File: config.mk
export PLATFORM = sky130hd
export DESIGN_NAME = serial_dac_calibrate_and_write_core
export DESIGN_NICKNAME = d
export VERILOG_FILES = /design/src/rtl/sdac_pkg.sv /design/src/rtl/serial_dac_calibrate_and_write_core.sv /design/src/rtl/sdac_front.sv /design/src/rtl/sdac_queue.sv /design/src/rtl/sdac_back.sv
export SDC_FILE = /design/constraint.sdc
export NUM_CORES = 1
export LEC_CHECK = 0
export ABC_AREA = 1
export ABC_CLOCK_PERIOD_IN_PS = 4700
export BUFFER_PORTS_ARGS = -buffer_cell sky130_fd_sc_hd__buf_2
export CAP_MARGIN = 20
export CELL_PAD_IN_SITES_DETAIL_PLACEMENT = 0
export CELL_PAD_IN_SITES_GLOBAL_PLACEMENT = 1
export CORE_ASPECT_RATIO = 0.6
export CORE_MARGIN = 2
export CORE_UTILIZATION = 40
export CTS_BUF_LIST = sky130_fd_sc_hd__clkbuf_2 sky130_fd_sc_hd__clkbuf_4 sky130_fd_sc_hd__clkbuf_8
export DETAILED_ROUTE_END_ITERATION = 10
export PLACE_DENSITY_LB_ADDON = 0.1
export SYNTH_ARGS = -nofsm -noshare
export SYNTH_HDL_FRONTEND = slang
export SYNTH_SLANG_ARGS = --single-unit
File: constraint.sdc
create_clock -name clk -period 4.7 [get_ports clk]
set_clock_uncertainty 0.05 [all_clocks]
set_input_delay 0.47 -clock clk [delete_from_list [all_inputs] [get_ports clk]]
set_output_delay 0.47 -clock clk [all_outputs]
set_load 0.005 [all_outputs]
File: src/rtl/sdac_pkg.sv
// ----------------------------------------------------------------------------
// sdac_pkg
// Types, codes and constants shared by the serial DAC calibrate/write core.
// ----------------------------------------------------------------------------
package sdac_pkg;

	localparam int CODE_BITS_DEF = 20;
	localparam int DATA_BITS     = 24;
	localparam int QUEUE_DEPTH   = 4;
	localparam int QPTR_BITS     = $clog2(QUEUE_DEPTH);

	// register indexes on the configuration port
	localparam logic [1:0] REG_SETTLE  = 2'd0;
	localparam logic [1:0] REG_POLL    = 2'd1;
	localparam logic [1:0] REG_TIMEOUT = 2'd2;

	localparam logic [15:0] SETTLE_RST  = 16'd600;
	localparam logic [15:0] POLL_RST    = 16'd50;
	localparam logic [15:0] TIMEOUT_RST = 16'd3000;

	// init result codes
	localparam logic [1:0] INIT_NONE    = 2'd0;
	localparam logic [1:0] INIT_BUSY    = 2'd1;
	localparam logic [1:0] INIT_OK      = 2'd2;
	localparam logic [1:0] INIT_TIMEOUT = 2'd3;

	// device command bytes
	localparam logic [7:0] CMD_ADDR_A   = 8'h04;
	localparam logic [7:0] CMD_CFG_A    = 8'h60;
	localparam logic [7:0] CMD_ADDR_B   = 8'h05;
	localparam logic [7:0] CMD_CAL_ON   = 8'h81;
	localparam logic [7:0] CMD_CAL_OFF  = 8'h80;
	localparam logic [7:0] CMD_READ_ST  = 8'h85;
	localparam logic [7:0] CMD_DATA_HI  = 8'h00;
	localparam logic [7:0] CMD_DATA_MID = 8'h01;
	localparam logic [7:0] CMD_DATA_LO  = 8'h02;
	localparam logic [7:0] STATUS_NONE  = 8'hFF;

	typedef enum logic [1:0] {
		KIND_TICK,
		KIND_START,
		KIND_CODE,
		KIND_STATUS
	} kind_t;

	typedef enum logic [1:0] {
		OP_RESET,
		OP_WRITE,
		OP_READ,
		OP_REPORT
	} op_t;

	typedef enum logic [1:0] {
		PH_IDLE,
		PH_SETTLE,
		PH_AWAIT,
		PH_POLLWAIT
	} phase_t;

	typedef enum logic [2:0] {
		JOB_START,
		JOB_POLL,
		JOB_FINISH,
		JOB_REJECT,
		JOB_CODE
	} job_kind_t;

	typedef struct packed {
		job_kind_t              kind;
		logic [1:0]             init_state;
		logic [7:0]             last_status;
		logic [15:0]            status_reads;
		logic [DATA_BITS-1:0]   data;
	} job_t;

	typedef struct packed {
		logic        valid;
		logic [1:0]  index;
		logic [15:0] data;
	} cfg_wr_t;

	typedef struct packed {
		op_t         op;
		logic [7:0]  byte_value;
		logic        last;
		logic [1:0]  init_state;
		logic [7:0]  last_status;
		logic [15:0] status_reads;
		logic        rejected;
	} res_t;

endpackage

File: src/rtl/serial_dac_calibrate_and_write_core.sv
// ----------------------------------------------------------------------------
// serial_dac_calibrate_and_write_core
// Byte-level calibration and code-write controller for a serial DAC.
// ----------------------------------------------------------------------------
// Input: one item per cycle while the four-entry job queue has room.
// An item's job goes through the job queue and then the registered output stage.
// Throughput: one result per cycle from the expander unless the output stalls;
//   code write gives six results, start and finish five, poll two, reject one.
// Reset: sequencer idle, counters cleared, registers at their defaults,
//   queue and output stage empty.
module serial_dac_calibrate_and_write_core #(
	parameter int CODE_BITS = sdac_pkg::CODE_BITS_DEF
) (
	input  logic        clk,
	input  logic        arst_n,
	input  logic        s_axis_tvalid,
	output logic        s_axis_tready,
	input  logic [31:0] s_axis_tdata,  // code[23:0], status_byte[31:24]
	input  logic [1:0]  s_axis_tuser,  // kind[1:0]
	output logic        m_axis_tvalid,
	input  logic        m_axis_tready,
	output logic [39:0] m_axis_tdata,  // byte_value[7:0], init_state[9:8],
	                                   // last_status[17:10], status_reads[33:18],
	                                   // rejected[34], zero[39:35]
	output logic [1:0]  m_axis_tuser,  // op[1:0]
	output logic        m_axis_tlast,
	input  logic        cfg_valid,
	output logic        cfg_ready,
	input  logic [1:0]  cfg_index,
	input  logic [15:0] cfg_data
);
	import sdac_pkg::*;

	cfg_wr_t cfg;
	logic    q_full, job_valid, head_valid, pop;
	job_t    job, head;
	res_t    res;

	assign cfg_ready = 1'b1;
	assign cfg.valid = cfg_valid;
	assign cfg.index = cfg_index;
	assign cfg.data  = cfg_data;

	sdac_front #(
		.CODE_BITS(CODE_BITS)
	) u_front (
		.clk      (clk),
		.arst_n   (arst_n),
		.in_valid (s_axis_tvalid),
		.in_ready (s_axis_tready),
		.in_kind  (s_axis_tuser),
		.in_code  (s_axis_tdata[23:0]),
		.in_status(s_axis_tdata[31:24]),
		.cfg      (cfg),
		.q_full   (q_full),
		.job_valid(job_valid),
		.job      (job)
	);

	sdac_queue u_queue (
		.clk       (clk),
		.arst_n    (arst_n),
		.push      (job_valid),
		.push_job  (job),
		.full      (q_full),
		.pop       (pop),
		.head_valid(head_valid),
		.head      (head)
	);

	sdac_back u_back (
		.clk       (clk),
		.arst_n    (arst_n),
		.head_valid(head_valid),
		.head      (head),
		.pop       (pop),
		.out_valid (m_axis_tvalid),
		.out_ready (m_axis_tready),
		.res       (res)
	);

	assign m_axis_tdata = {5'd0, res.rejected, res.status_reads, res.last_status,
		res.init_state, res.byte_value};
	assign m_axis_tuser = res.op;
	assign m_axis_tlast = res.last;

	// a read request always closes its transaction group
	a_read_last: assert property (@(posedge clk) disable iff (!arst_n)
		(m_axis_tvalid && m_axis_tuser == OP_READ) |-> m_axis_tlast)
		else $error("read request not marked last");

	// reject flag only on a single closing status report
	a_reject_report: assert property (@(posedge clk) disable iff (!arst_n)
		(m_axis_tvalid && m_axis_tdata[34]) |-> (m_axis_tuser == OP_REPORT && m_axis_tlast))
		else $error("reject flag outside a status report");

	// reset pattern is only sent for a calibration in progress
	a_reset_busy: assert property (@(posedge clk) disable iff (!arst_n)
		(m_axis_tvalid && m_axis_tuser == OP_RESET) |->
		(m_axis_tdata[9:8] == INIT_BUSY && !m_axis_tlast))
		else $error("reset pattern with wrong init state");

endmodule

File: src/rtl/sdac_front.sv
// ----------------------------------------------------------------------------
// sdac_front
// Accepts input items, runs the calibration sequencer and emits one job per
// item that causes results.
// ----------------------------------------------------------------------------
module sdac_front #(
	parameter int CODE_BITS = sdac_pkg::CODE_BITS_DEF
) (
	input  logic                           clk,
	input  logic                           arst_n,
	input  logic                           in_valid,
	output logic                           in_ready,
	input  logic [1:0]                     in_kind,
	input  logic [sdac_pkg::DATA_BITS-1:0] in_code,
	input  logic [7:0]                     in_status,
	input  sdac_pkg::cfg_wr_t              cfg,
	input  logic                           q_full,
	output logic                           job_valid,
	output sdac_pkg::job_t                 job
);
	import sdac_pkg::*;

	localparam int MAXV = (1 << CODE_BITS) - 1;

	phase_t      phase_q, phase_d;
	logic [15:0] wait_q, wait_d;
	logic [15:0] elapsed_q, elapsed_d;
	logic [1:0]  init_q, init_d;
	logic [7:0]  seen_q, seen_d;
	logic [15:0] polls_q, polls_d;
	logic [15:0] settle_q, poll_q, timeout_q;

	kind_t                kind;
	logic                 accept;
	logic                 tick_due, status_ok, timed_out, waiting;
	logic [15:0]          elapsed_inc, polls_inc;
	logic [DATA_BITS-1:0] code_sat, code_flip, code_dev;
	logic                 jobv;
	job_kind_t            job_kind;

	assign kind        = kind_t'(in_kind);
	assign in_ready    = !q_full;
	assign accept      = in_valid && in_ready;
	assign tick_due    = (wait_q <= 16'd1);
	assign status_ok   = (in_status[1:0] == 2'b00);
	assign timed_out   = (elapsed_q >= timeout_q);
	assign waiting     = (phase_q == PH_SETTLE) || (phase_q == PH_POLLWAIT);
	assign elapsed_inc = (elapsed_q == 16'hFFFF) ? elapsed_q : elapsed_q + 16'd1;
	assign polls_inc   = (polls_q == 16'hFFFF) ? polls_q : polls_q + 16'd1;

	// saturate, offset-binary flip, left align in the 24-bit data word
	assign code_sat  = (in_code > DATA_BITS'(MAXV)) ? DATA_BITS'(MAXV) : in_code;
	assign code_flip = code_sat ^ (DATA_BITS'(1) << (CODE_BITS - 1));
	assign code_dev  = code_flip << (DATA_BITS - CODE_BITS);

	// next phase
	always_comb begin
		phase_d = phase_q;
		if (accept) begin
			unique case (kind)
				KIND_TICK: begin
					if (waiting && tick_due) phase_d = PH_AWAIT;
				end
				KIND_START: phase_d = PH_SETTLE;
				KIND_CODE: phase_d = phase_q;
				KIND_STATUS: begin
					if (phase_q == PH_AWAIT)
						phase_d = (status_ok || timed_out) ? PH_IDLE : PH_POLLWAIT;
				end
				default: phase_d = phase_q;
			endcase
		end
	end

	// counters, results and job
	always_comb begin
		wait_d    = wait_q;
		elapsed_d = elapsed_q;
		init_d    = init_q;
		seen_d    = seen_q;
		polls_d   = polls_q;
		jobv      = 1'b0;
		job_kind  = JOB_POLL;
		if (accept) begin
			unique case (kind)
				KIND_TICK: begin
					if (phase_q == PH_AWAIT || phase_q == PH_POLLWAIT) elapsed_d = elapsed_inc;
					if (waiting) begin
						if (tick_due) begin
							if (phase_q == PH_SETTLE) elapsed_d = 16'd0;
							wait_d   = 16'd0;
							jobv     = 1'b1;
							job_kind = JOB_POLL;
						end else begin
							wait_d = wait_q - 16'd1;
						end
					end
				end
				KIND_START: begin
					init_d    = INIT_BUSY;
					seen_d    = STATUS_NONE;
					polls_d   = 16'd0;
					elapsed_d = 16'd0;
					wait_d    = settle_q;
					jobv      = 1'b1;
					job_kind  = JOB_START;
				end
				KIND_CODE: begin
					jobv     = 1'b1;
					job_kind = (phase_q != PH_IDLE) ? JOB_REJECT : JOB_CODE;
				end
				KIND_STATUS: begin
					if (phase_q == PH_AWAIT) begin
						seen_d  = in_status;
						polls_d = polls_inc;
						if (status_ok || timed_out) begin
							init_d   = status_ok ? INIT_OK : INIT_TIMEOUT;
							wait_d   = 16'd0;
							jobv     = 1'b1;
							job_kind = JOB_FINISH;
						end else begin
							wait_d = (poll_q == 16'd0) ? 16'd1 : poll_q;
						end
					end
				end
				default: jobv = 1'b0;
			endcase
		end
	end

	assign job_valid        = jobv;
	assign job.kind         = job_kind;
	assign job.init_state   = init_d;
	assign job.last_status  = seen_d;
	assign job.status_reads = polls_d;
	assign job.data         = code_dev;

	always_ff @(posedge clk or negedge arst_n) begin
		if (!arst_n) begin
			phase_q   <= PH_IDLE;
			wait_q    <= 16'd0;
			elapsed_q <= 16'd0;
			init_q    <= INIT_NONE;
			seen_q    <= STATUS_NONE;
			polls_q   <= 16'd0;
		end else begin
			phase_q   <= phase_d;
			wait_q    <= wait_d;
			elapsed_q <= elapsed_d;
			init_q    <= init_d;
			seen_q    <= seen_d;
			polls_q   <= polls_d;
		end
	end

	always_ff @(posedge clk or negedge arst_n) begin
		if (!arst_n) begin
			settle_q  <= SETTLE_RST;
			poll_q    <= POLL_RST;
			timeout_q <= TIMEOUT_RST;
		end else if (cfg.valid) begin
			unique case (cfg.index)
				REG_SETTLE:  settle_q  <= cfg.data;
				REG_POLL:    poll_q    <= cfg.data;
				REG_TIMEOUT: timeout_q <= cfg.data;
				default:     settle_q  <= settle_q;
			endcase
		end
	end

endmodule

File: src/rtl/sdac_queue.sv
// ----------------------------------------------------------------------------
// sdac_queue
// Small job queue between the sequencer and the bus-operation expander.
// ----------------------------------------------------------------------------
module sdac_queue (
	input  logic           clk,
	input  logic           arst_n,
	input  logic           push,
	input  sdac_pkg::job_t push_job,
	output logic           full,
	input  logic           pop,
	output logic           head_valid,
	output sdac_pkg::job_t head
);
	import sdac_pkg::*;

	job_t                 slot_q [QUEUE_DEPTH];
	logic [QPTR_BITS-1:0] wr_ptr_q, rd_ptr_q;
	logic [QPTR_BITS:0]   count_q;
	logic                 do_push, do_pop;

	assign full       = (count_q == (QPTR_BITS+1)'(QUEUE_DEPTH));
	assign head_valid = (count_q != '0);
	assign head       = slot_q[rd_ptr_q];
	assign do_push    = push && !full;
	assign do_pop     = pop && head_valid;

	always_ff @(posedge clk) begin
		if (do_push) slot_q[wr_ptr_q] <= push_job;
	end

	always_ff @(posedge clk or negedge arst_n) begin
		if (!arst_n) begin
			wr_ptr_q <= '0;
			rd_ptr_q <= '0;
			count_q  <= '0;
		end else begin
			if (do_push) wr_ptr_q <= wr_ptr_q + 1'b1;
			if (do_pop) rd_ptr_q <= rd_ptr_q + 1'b1;
			case ({do_push, do_pop})
				2'b10:   count_q <= count_q + 1'b1;
				2'b01:   count_q <= count_q - 1'b1;
				default: count_q <= count_q;
			endcase
		end
	end

endmodule

File: src/rtl/sdac_back.sv
// ----------------------------------------------------------------------------
// sdac_back
// Expands each queued job into its bus operations, one per cycle while the
// output is not stalled, into a registered output stage.
// ----------------------------------------------------------------------------
module sdac_back (
	input  logic           clk,
	input  logic           arst_n,
	input  logic           head_valid,
	input  sdac_pkg::job_t head,
	output logic           pop,
	output logic           out_valid,
	input  logic           out_ready,
	output sdac_pkg::res_t res
);
	import sdac_pkg::*;

	logic [2:0] step_q;
	logic       out_valid_q;
	res_t       res_q;
	op_t        op_c;
	logic [7:0] byte_c;
	logic       rej_c, final_c, advance;

	always_comb begin
		op_c    = OP_WRITE;
		byte_c  = 8'h00;
		rej_c   = 1'b0;
		final_c = 1'b0;
		unique case (head.kind)
			JOB_START: begin
				case (step_q)
					3'd0:    op_c   = OP_RESET;
					3'd1:    byte_c = CMD_ADDR_A;
					3'd2:    byte_c = CMD_CFG_A;
					3'd3:    byte_c = CMD_ADDR_B;
					default: begin
						byte_c  = CMD_CAL_ON;
						final_c = 1'b1;
					end
				endcase
			end
			JOB_POLL: begin
				if (step_q == 3'd0) begin
					byte_c = CMD_READ_ST;
				end else begin
					op_c    = OP_READ;
					final_c = 1'b1;
				end
			end
			JOB_FINISH: begin
				case (step_q)
					3'd0:    byte_c = CMD_ADDR_A;
					3'd1:    byte_c = CMD_CFG_A;
					3'd2:    byte_c = CMD_ADDR_B;
					3'd3:    byte_c = CMD_CAL_OFF;
					default: begin
						op_c    = OP_REPORT;
						final_c = 1'b1;
					end
				endcase
			end
			JOB_REJECT: begin
				op_c    = OP_REPORT;
				rej_c   = 1'b1;
				final_c = 1'b1;
			end
			JOB_CODE: begin
				case (step_q)
					3'd0:    byte_c = CMD_DATA_HI;
					3'd1:    byte_c = head.data[23:16];
					3'd2:    byte_c = CMD_DATA_MID;
					3'd3:    byte_c = head.data[15:8];
					3'd4:    byte_c = CMD_DATA_LO;
					default: begin
						byte_c  = head.data[7:0];
						final_c = 1'b1;
					end
				endcase
			end
			default: final_c = 1'b1;
		endcase
	end

	assign advance   = head_valid && (!out_valid_q || out_ready);
	assign pop       = advance && final_c;
	assign out_valid = out_valid_q;
	assign res       = res_q;

	always_ff @(posedge clk or negedge arst_n) begin
		if (!arst_n) begin
			out_valid_q <= 1'b0;
			step_q      <= 3'd0;
		end else begin
			if (advance) out_valid_q <= 1'b1;
			else if (out_ready) out_valid_q <= 1'b0;
			if (advance) step_q <= final_c ? 3'd0 : step_q + 3'd1;
		end
	end

	always_ff @(posedge clk) begin
		if (advance) begin
			res_q.op           <= op_c;
			res_q.byte_value   <= byte_c;
			res_q.last         <= final_c;
			res_q.init_state   <= head.init_state;
			res_q.last_status  <= head.last_status;
			res_q.status_reads <= head.status_reads;
			res_q.rejected     <= rej_c;
		end
	end

endmodule
Yosys cells after proc, flatten, opt, wreduce, memory -nomap -nowiden

Memories as Yosys holds them, arrays and structs flattened.
Index checks and enable logic that the tools add are counted.

Input port bits: 57
Logic and storage cells: 153
Flip-flop bits (word level): 157
Output and inout bits: 46
Memories: 1
Memory bits (writable): 196

Add/subtract/negate cells: 8
Reduce and logical (&&, ||, !) cells: 34
Bitwise operators: 2
Multiplexer cells: 60
Equal/unequal tests: 24
Order comparisons: 3

Memories:

| memory         | depth | width | read ports | clocked after Yosys merged registers in | wr ports | line             | text |
|---|---|---|---|---|---|---|---|
| u_queue.slot_q | 4     | 49    | 1          | 0                                       | 1        | sdac_queue.sv:17 | `job_t slot_q [QUEUE_DEPTH];` |

Operator list:

| cell                                                            | number |
|---|---|
| 2-to-1 mux 16 bit                                               | 13 |
| one-hot mux 8 bit (4 select lines)                              | 3 |
| one-hot mux 16 bit (2 select lines)                             | 2 |
| one-hot mux 16 bit (3 select lines)                             | 1 |
| one-hot mux 8 bit (5 select lines)                              | 1 |
| adder 16 x 1 -> 16 bit, second input constant                   | 2 |
| equality test 16 bit, second input constant                     | 2 |
| greater-than comparator 24 x 20 -> 1 bit, second input constant | 1 |
| 2-to-1 mux 8 bit                                                | 3 |
| 2-to-1 mux 20 bit                                               | 1 |
| 2-to-1 mux 2 bit                                                | 9 |
| >= comparator 16 bit                                            | 1 |
| less-or-equal comparator 16 x 1 -> 1 bit, second input constant | 1 |
| zero test 16 bit                                                | 1 |
| one-hot mux 8 bit (2 select lines)                              | 1 |
| subtractor 16 x 1 -> 16 bit, second input constant              | 1 |
| 2-to-1 mux 1 bit                                                | 15 |
| equality test 2 bit, second input constant                      | 6 |
| equality test 3 x 2 -> 1 bit, second input constant             | 4 |
| 2-to-1 mux 3 bit                                                | 4 |
| one-hot mux 3 bit (4 select lines)                              | 1 |
| equality test 3 bit, second input constant                      | 3 |
| equality test 2 x 1 -> 1 bit, second input constant             | 4 |
| one-hot mux 2 bit (4 select lines)                              | 1 |
| 22 further kinds                                                | 50 |

Logic depth before layout (Yosys ltp)

Word-level depth: 9
Gate-level depth with buffers: 20
Depth with buffers taken out: 20

Hierarchy

Synthesis repeated with hierarchy kept, for this count alone.

Cells, all modules: 1681
Area, all modules: 17105.2 µm²

By module, submodules not included:

| module                              | cells each | area an instance (µm²) | times used | sequential area each (µm²) |
|---|---|---|---|---|
| sdac_queue                          | 678        | 8785.9                 | 1          | 6541.3 |
| sdac_front                          | 824        | 6389.9                 | 1          | 2730.1 |
| sdac_back                           | 171        | 1876.8                 | 1          | 1241.2 |
| serial_dac_calibrate_and_write_core | 8          | 52.6                   | 1          | 0.0 |

Worst setup path before layout

Ideal clock, no wire load.

Path kind: register to register
Start: register u_front.timeout_q[7]
End: memory u_queue.slot_q[0][0] in the netlist's numbering, enable pin
Clock period less this slack: 4.235 ns
Library setup time: 0.456 ns
Required time: 4.194 ns
Setup slack: 0.465 ns
Stages on the path, launching flop included: 15
Arrival time: 3.730 ns
Path buffers: 0
Path through: dfstp_2 -> inv_1 -> ha_1 -> nand2_1 -> inv_1 -> nand2_1 -> nor2_1 -> nor2_1 -> nand2_1 -> nand2_1 -> nand2_1 -> nand3_1 -> nand2_1 -> nand2_2 -> nor2_1

Longest elaborated chain between the ends: 9

RTL lines:

| what                                   | line              | text |
|---|---|---|
| from (decl)                            | sdac_front.sv:31  | `logic [15:0] settle_q, poll_q, timeout_q;` |
| from (signal assigned)                 | sdac_front.sv:165 | `REG_TIMEOUT: timeout_q <= cfg.data;` |
| >= comparator 16 bit                   | sdac_front.sv:46  | `assign timed_out = (elapsed_q >= timeout_q);` |
| logical OR 1 bit                       | sdac_front.sv:116 | `if (status_ok \|\| timed_out) begin` |
| 2-to-1 mux 1 bit                       | sdac_front.sv:116 |  |
| 2-to-1 mux 1 bit                       | sdac_front.sv:113 | `if (phase_q == PH_AWAIT) begin` |
| one-hot mux 1 bit (3 select lines)     | sdac_front.sv:85  | `unique case (kind)` |
| 2-to-1 mux 1 bit                       | sdac_front.sv:84  | `if (accept) begin` |
| logical AND 1 bit                      | sdac_queue.sv:25  | `assign do_push = push && !full;` |
| 2-to-1 mux 1 bit                       | sdac_queue.sv:29  | `if (do_push) slot_q[wr_ptr_q] <= push_job;` |
| 2-to-1 mux 1 bit (implied by the code) | sdac_queue.sv:29  |  |
| to (decl)                              | sdac_queue.sv:17  |  |

No other way between the ends.

Worst setup path after layout

Start: register u_front.timeout_q[7]
End: memory u_queue.slot_q[1][29] in the netlist's numbering, enable pin

Same word-level chain as after synthesis.

==> metrics.txt <==
cell area after technology mapping=approximately 0.016 mm²; Pins Over Slew Limit=0; Sum Neg Setup Slack=0 ns; clock latency at the later pin of the worst-skew pair=0.62 ns; Critical Path Fanout Max=31; post-synthesis mux area share=0%; Leakage Power=between 7 and 8 nW; synthesis-to-finish area growth=14.3%; Max-cap violations=0; adder-cell share of the synthesized area=2.97%; Max rail drop VDD=0.330 mV; # rows=56; most common flop cell mapped by yosys=sky130_fd_sc_hd__edfxtp_1; Syn. warnings=0; Top Family by Delay on Critical Path=simple AND/OR/NAND/NOR gates; depth of the CTS H-tree=2; Horiz. Die Dim=roughly 260 µm; count of final hold-check violations=0; list of most frequent post-synthesis cells=256 x sky130_fd_sc_hd__nand2_1, 234 x sky130_fd_sc_hd__edfxtp_1, 183 x sky130_fd_sc_hd__nor2_1, 182 x sky130_fd_sc_hd__o21ai_0, 125 x sky130_fd_sc_hd__inv_1; HPWL after DPL=27200 µm; Ports=103; met3 track utilization from global routing=under 10%; Cells after Synth=1529; M1 GR Usage=35.7%; kind of start point of the critical path=register; number of remaining DRC errors=0; share of the clock period used by the worst path after layout=74.5%; total stage count of the critical path=15; share of flip-flops with an asynchronous set or reset after synthesis=between 30% and 40%; simple logic cell fraction of the synthesized area=between 10% and 20%; total congestion overflow after global routing=0; setup bufs post-CTS=0; final worst slack=1.20 ns; cell chosen for the clock root=sky130_fd_sc_hd__clkbuf_8; share of the synthesized area in the top cell type=roughly 44%; number of synthesized flops with an enable pin=234; CTS Buf Count=55; number of buffer and inverter instances along the worst setup path=3; number of nets with antenna violations after detailed routing=0; largest buffer count on any clock path=3; Die Span Y=between 150 and 200 µm; number of antenna cells inserted=0; I/O Buffers=96; global-route wire length before repair=63800 µm; transition at the pin with the smallest max-transition slack=1.01 ns; Via density=5.10; number of sinks driven by the clock tree=353; min cycle time layout=3.50 ns; Worst slew margin=32.8%; xor/xnor share of the synthesized area=0.940%; most repeated cell in the gate-level netlist after synthesis=sky130_fd_sc_hd__nand2_1; met2 usage=about 25%; count of routing violations after the opening detailed-route iteration=a little under 1000; number of fill cells in the layout=3674; dominant combinational cell family by area after synthesis=simple AND/OR/NAND/NOR gates; initial core utilization=40.6%; RSZ-0062 raised after global routing=no; fraction of layout instances using a drive strength above 1=18.1%; fraction of the mapped netlist area in compound gates=a little over a tenth; Final Wtd Congestion=0.816; setup slack after placement=1.22 ns; Worst setup EP type=register; Clk pin slew, worst setup/hold paths=0.07 ns; pin count of the biggest net entering global routing=79; worst min path class=input port to register; Avg Inst Size Synth=10.4 µm²; final setup vio count=0; #FFs+latches synth=353; delay of the slowest cell on the worst path=approximately 0.66 ns; cell count of the worst hold path=3; most congested layer reported by global routing=met1; critical path's most frequent cell=sky130_fd_sc_hd__nand2_1; cell depth of the worst flop-to-flop path=15; final core area utilization=46.4%; area taken by flip-flops and latches=roughly 0.010 mm²; Max Clk Rate=286 MHz; final net count=1737; fraction of the yosys area taken by sequential cells=63.3%; Arr. time, crit path=3.75 ns; number of antenna violations at the first check in global routing=0; via count of the first global-routing pass=10353; Worst Setup Path Type=register to register; overall routed net length=41600 µm; status=completed; area of the die=around 0.041 mm²; cells along the critical path=inv_1, ha_1, nand2_1, inv_1, nand2_1, nor2_1, nor2_1, nand2_1, nand2_1, nand2_1, nand3_1, nand2_1, nand2_2, nor2_4, buf_12; Core Footprint=0.0390 mm²; Area contributors post-synth=sky130_fd_sc_hd__edfxtp_1 44%, sky130_fd_sc_hd__dfrtp_1 15%, sky130_fd_sc_hd__nand2_1 6.1%, sky130_fd_sc_hd__o21ai_0 5.8%, sky130_fd_sc_hd__nor2_1 4.3%; area leader, netlist=sky130_fd_sc_hd__edfxtp_1; Total GRT Usage=20.5%; total area of multi-input combinational cells=0.00504 mm²; Crit path required time=between 4 and 5 ns; Routed wire per std cell=18.8 µm; vias=11282; power density over the cells=587 mW/mm²; Yosys cell types=50; Detailed Routing Iterations Pass 1=5; clock tree from TritonCTS=done; crit path max-delay cell type=sky130_fd_sc_hd__nor2_4
[metal layers]
layer	routed length (µm)	part of all wire, %	vias to the layer above
li1	-	-	5493
met1	23000	55	5433
met2	15100	36	299
met3	2810	6.8	57
met4	659	1.6	0
met5	0	0	-
[placed cells by master, fill, tap and decap left out, types with 17 or more instances in the layout]
master	instances
sky130_fd_sc_hd__o22ai_1	44
sky130_fd_sc_hd__nand3_1	74
sky130_fd_sc_hd__nand4_1	17
sky130_fd_sc_hd__ha_1	36
sky130_fd_sc_hd__dfstp_2	22
sky130_fd_sc_hd__a21oi_1	46
sky130_fd_sc_hd__clkbuf_8	61
sky130_fd_sc_hd__dfrtp_1	95
sky130_fd_sc_hd__or2_2	22
sky130_fd_sc_hd__edfxtp_1	234
sky130_fd_sc_hd__buf_2	95
sky130_fd_sc_hd__nand2_1	256
sky130_fd_sc_hd__o21ai_0	182
sky130_fd_sc_hd__inv_1	125
sky130_fd_sc_hd__nor2_1	179
sky130_fd_sc_hd__nor3_1	21
[per-stage QoR]
step / std cells / area [µm²] / hold WS, ns / power [mW]
after floorplan: 1533 / 15900 / 0.124 / 6.66
after global placement: 2105 / 16900 / 0.417 / 7.84
after detailed placement: 2105 / 16900 / 0.430 / 7.84
after CTS: 2210 / 18100 / 0.0513 / 10.7
after global routing: 2211 / 18100 / 0.0734 / 11.3
final: 2211 / 18100 / 0.0973 / 10.6
[registers in the layout (all words and copies together), names as in the netlist]
register           cells
u_front.wait_q        16
u_front.init_q         2
u_front.elapsed_q     16
u_front.phase_q        2
u_back.res            38
u_front.polls_q       16
u_queue.rd_ptr_q       2
u_queue.wr_ptr_q       2
u_front.poll_q        16
u_front.settle_q      16
u_front.seen_q         8
u_front.timeout_q     16
u_queue.count_q        3
u_back.out_valid       1
u_queue.slot_q       196
u_back.step_q          3
[cells by family (layout without fill, tap and decap cells)]
group | after synthesis | count (layout)
AOI/OAI and AO/OA | 305 | 305
xor gates and xnor gates | 17 | 17
adders and majority gates | 37 | 37
buffers and inverters | 199 | 355
DFF | 353 | 353
other | 2 | 6
and+or+nand+nor | 616 | 616
[area by class of cell]
| cell class | instances | share of cell area (%) |
|---|---|---|
| tap | 522 | 3.61 |
| clock inverter | 28 | 1.46 |
| inverter | 138 | 2.87 |
| clock buffer | 75 | 5.22 |
| sequential | 353 | 55.4 |
| multi-input combinational | 981 | 27.8 |
| timing repair buffer | 114 | 3.62 |
[what timing repair did]
item	4_1_cts	5_1_grt
hold endpoints to repair	44	0
resized for setup	0	0
setup endpoints to repair	0	0
hold buffers	2	0
[worst register-to-register path, cell delays in order, from the launching register on]
cell and delay [ns]:
sky130_fd_sc_hd__dfstp_2 0.53, sky130_fd_sc_hd__inv_1 0.04, sky130_fd_sc_hd__ha_1 0.29, sky130_fd_sc_hd__nand2_1 0.05
sky130_fd_sc_hd__inv_1 0.06, sky130_fd_sc_hd__nand2_1 0.06, sky130_fd_sc_hd__nor2_1 0.10, sky130_fd_sc_hd__nor2_1 0.05
sky130_fd_sc_hd__nand2_1 0.09, sky130_fd_sc_hd__nand2_1 0.08, sky130_fd_sc_hd__nand2_1 0.22, sky130_fd_sc_hd__nand3_1 0.19
sky130_fd_sc_hd__nand2_1 0.16, sky130_fd_sc_hd__nand2_2 0.20, sky130_fd_sc_hd__nor2_4 0.67, sky130_fd_sc_hd__buf_12 0.32
[power by group]
group	leakage (nW)	total [mW]	internal (mW)	switching [mW]
Combinational	3.03	3.13	0.970	2.16
Sequential	3.61	4.64	4.21	0.430
Clock	0.646	2.86	1.59	1.27
[final timing paths]
kind / startpoint / endpoint / slack, ns
worst min-delay path: cfg_data[7] / u_front.timeout_q[7]$_DFFE_PN1P_ / 0.1
min in group asynchronous: arst_n / u_front.elapsed_q[9]$_DFFE_PN0P_ / 0.46
worst min register to register: u_front.settle_q[8]$_DFFE_PN0P_ / u_front.settle_q[8]$_DFFE_PN0P_ / 0.44
max in group asynchronous: arst_n / u_front.settle_q[6]$_DFFE_PN1P_ / 3.21
worst max register to register: u_front.timeout_q[7]$_DFFE_PN1P_ / u_queue.slot_q[1][29]$_DFFE_PP_ / 1.20
worst max-delay path: u_front.timeout_q[7]$_DFFE_PN1P_ / u_queue.slot_q[1][29]$_DFFE_PP_ / 1.20
(Power assumes the default switching activity.)
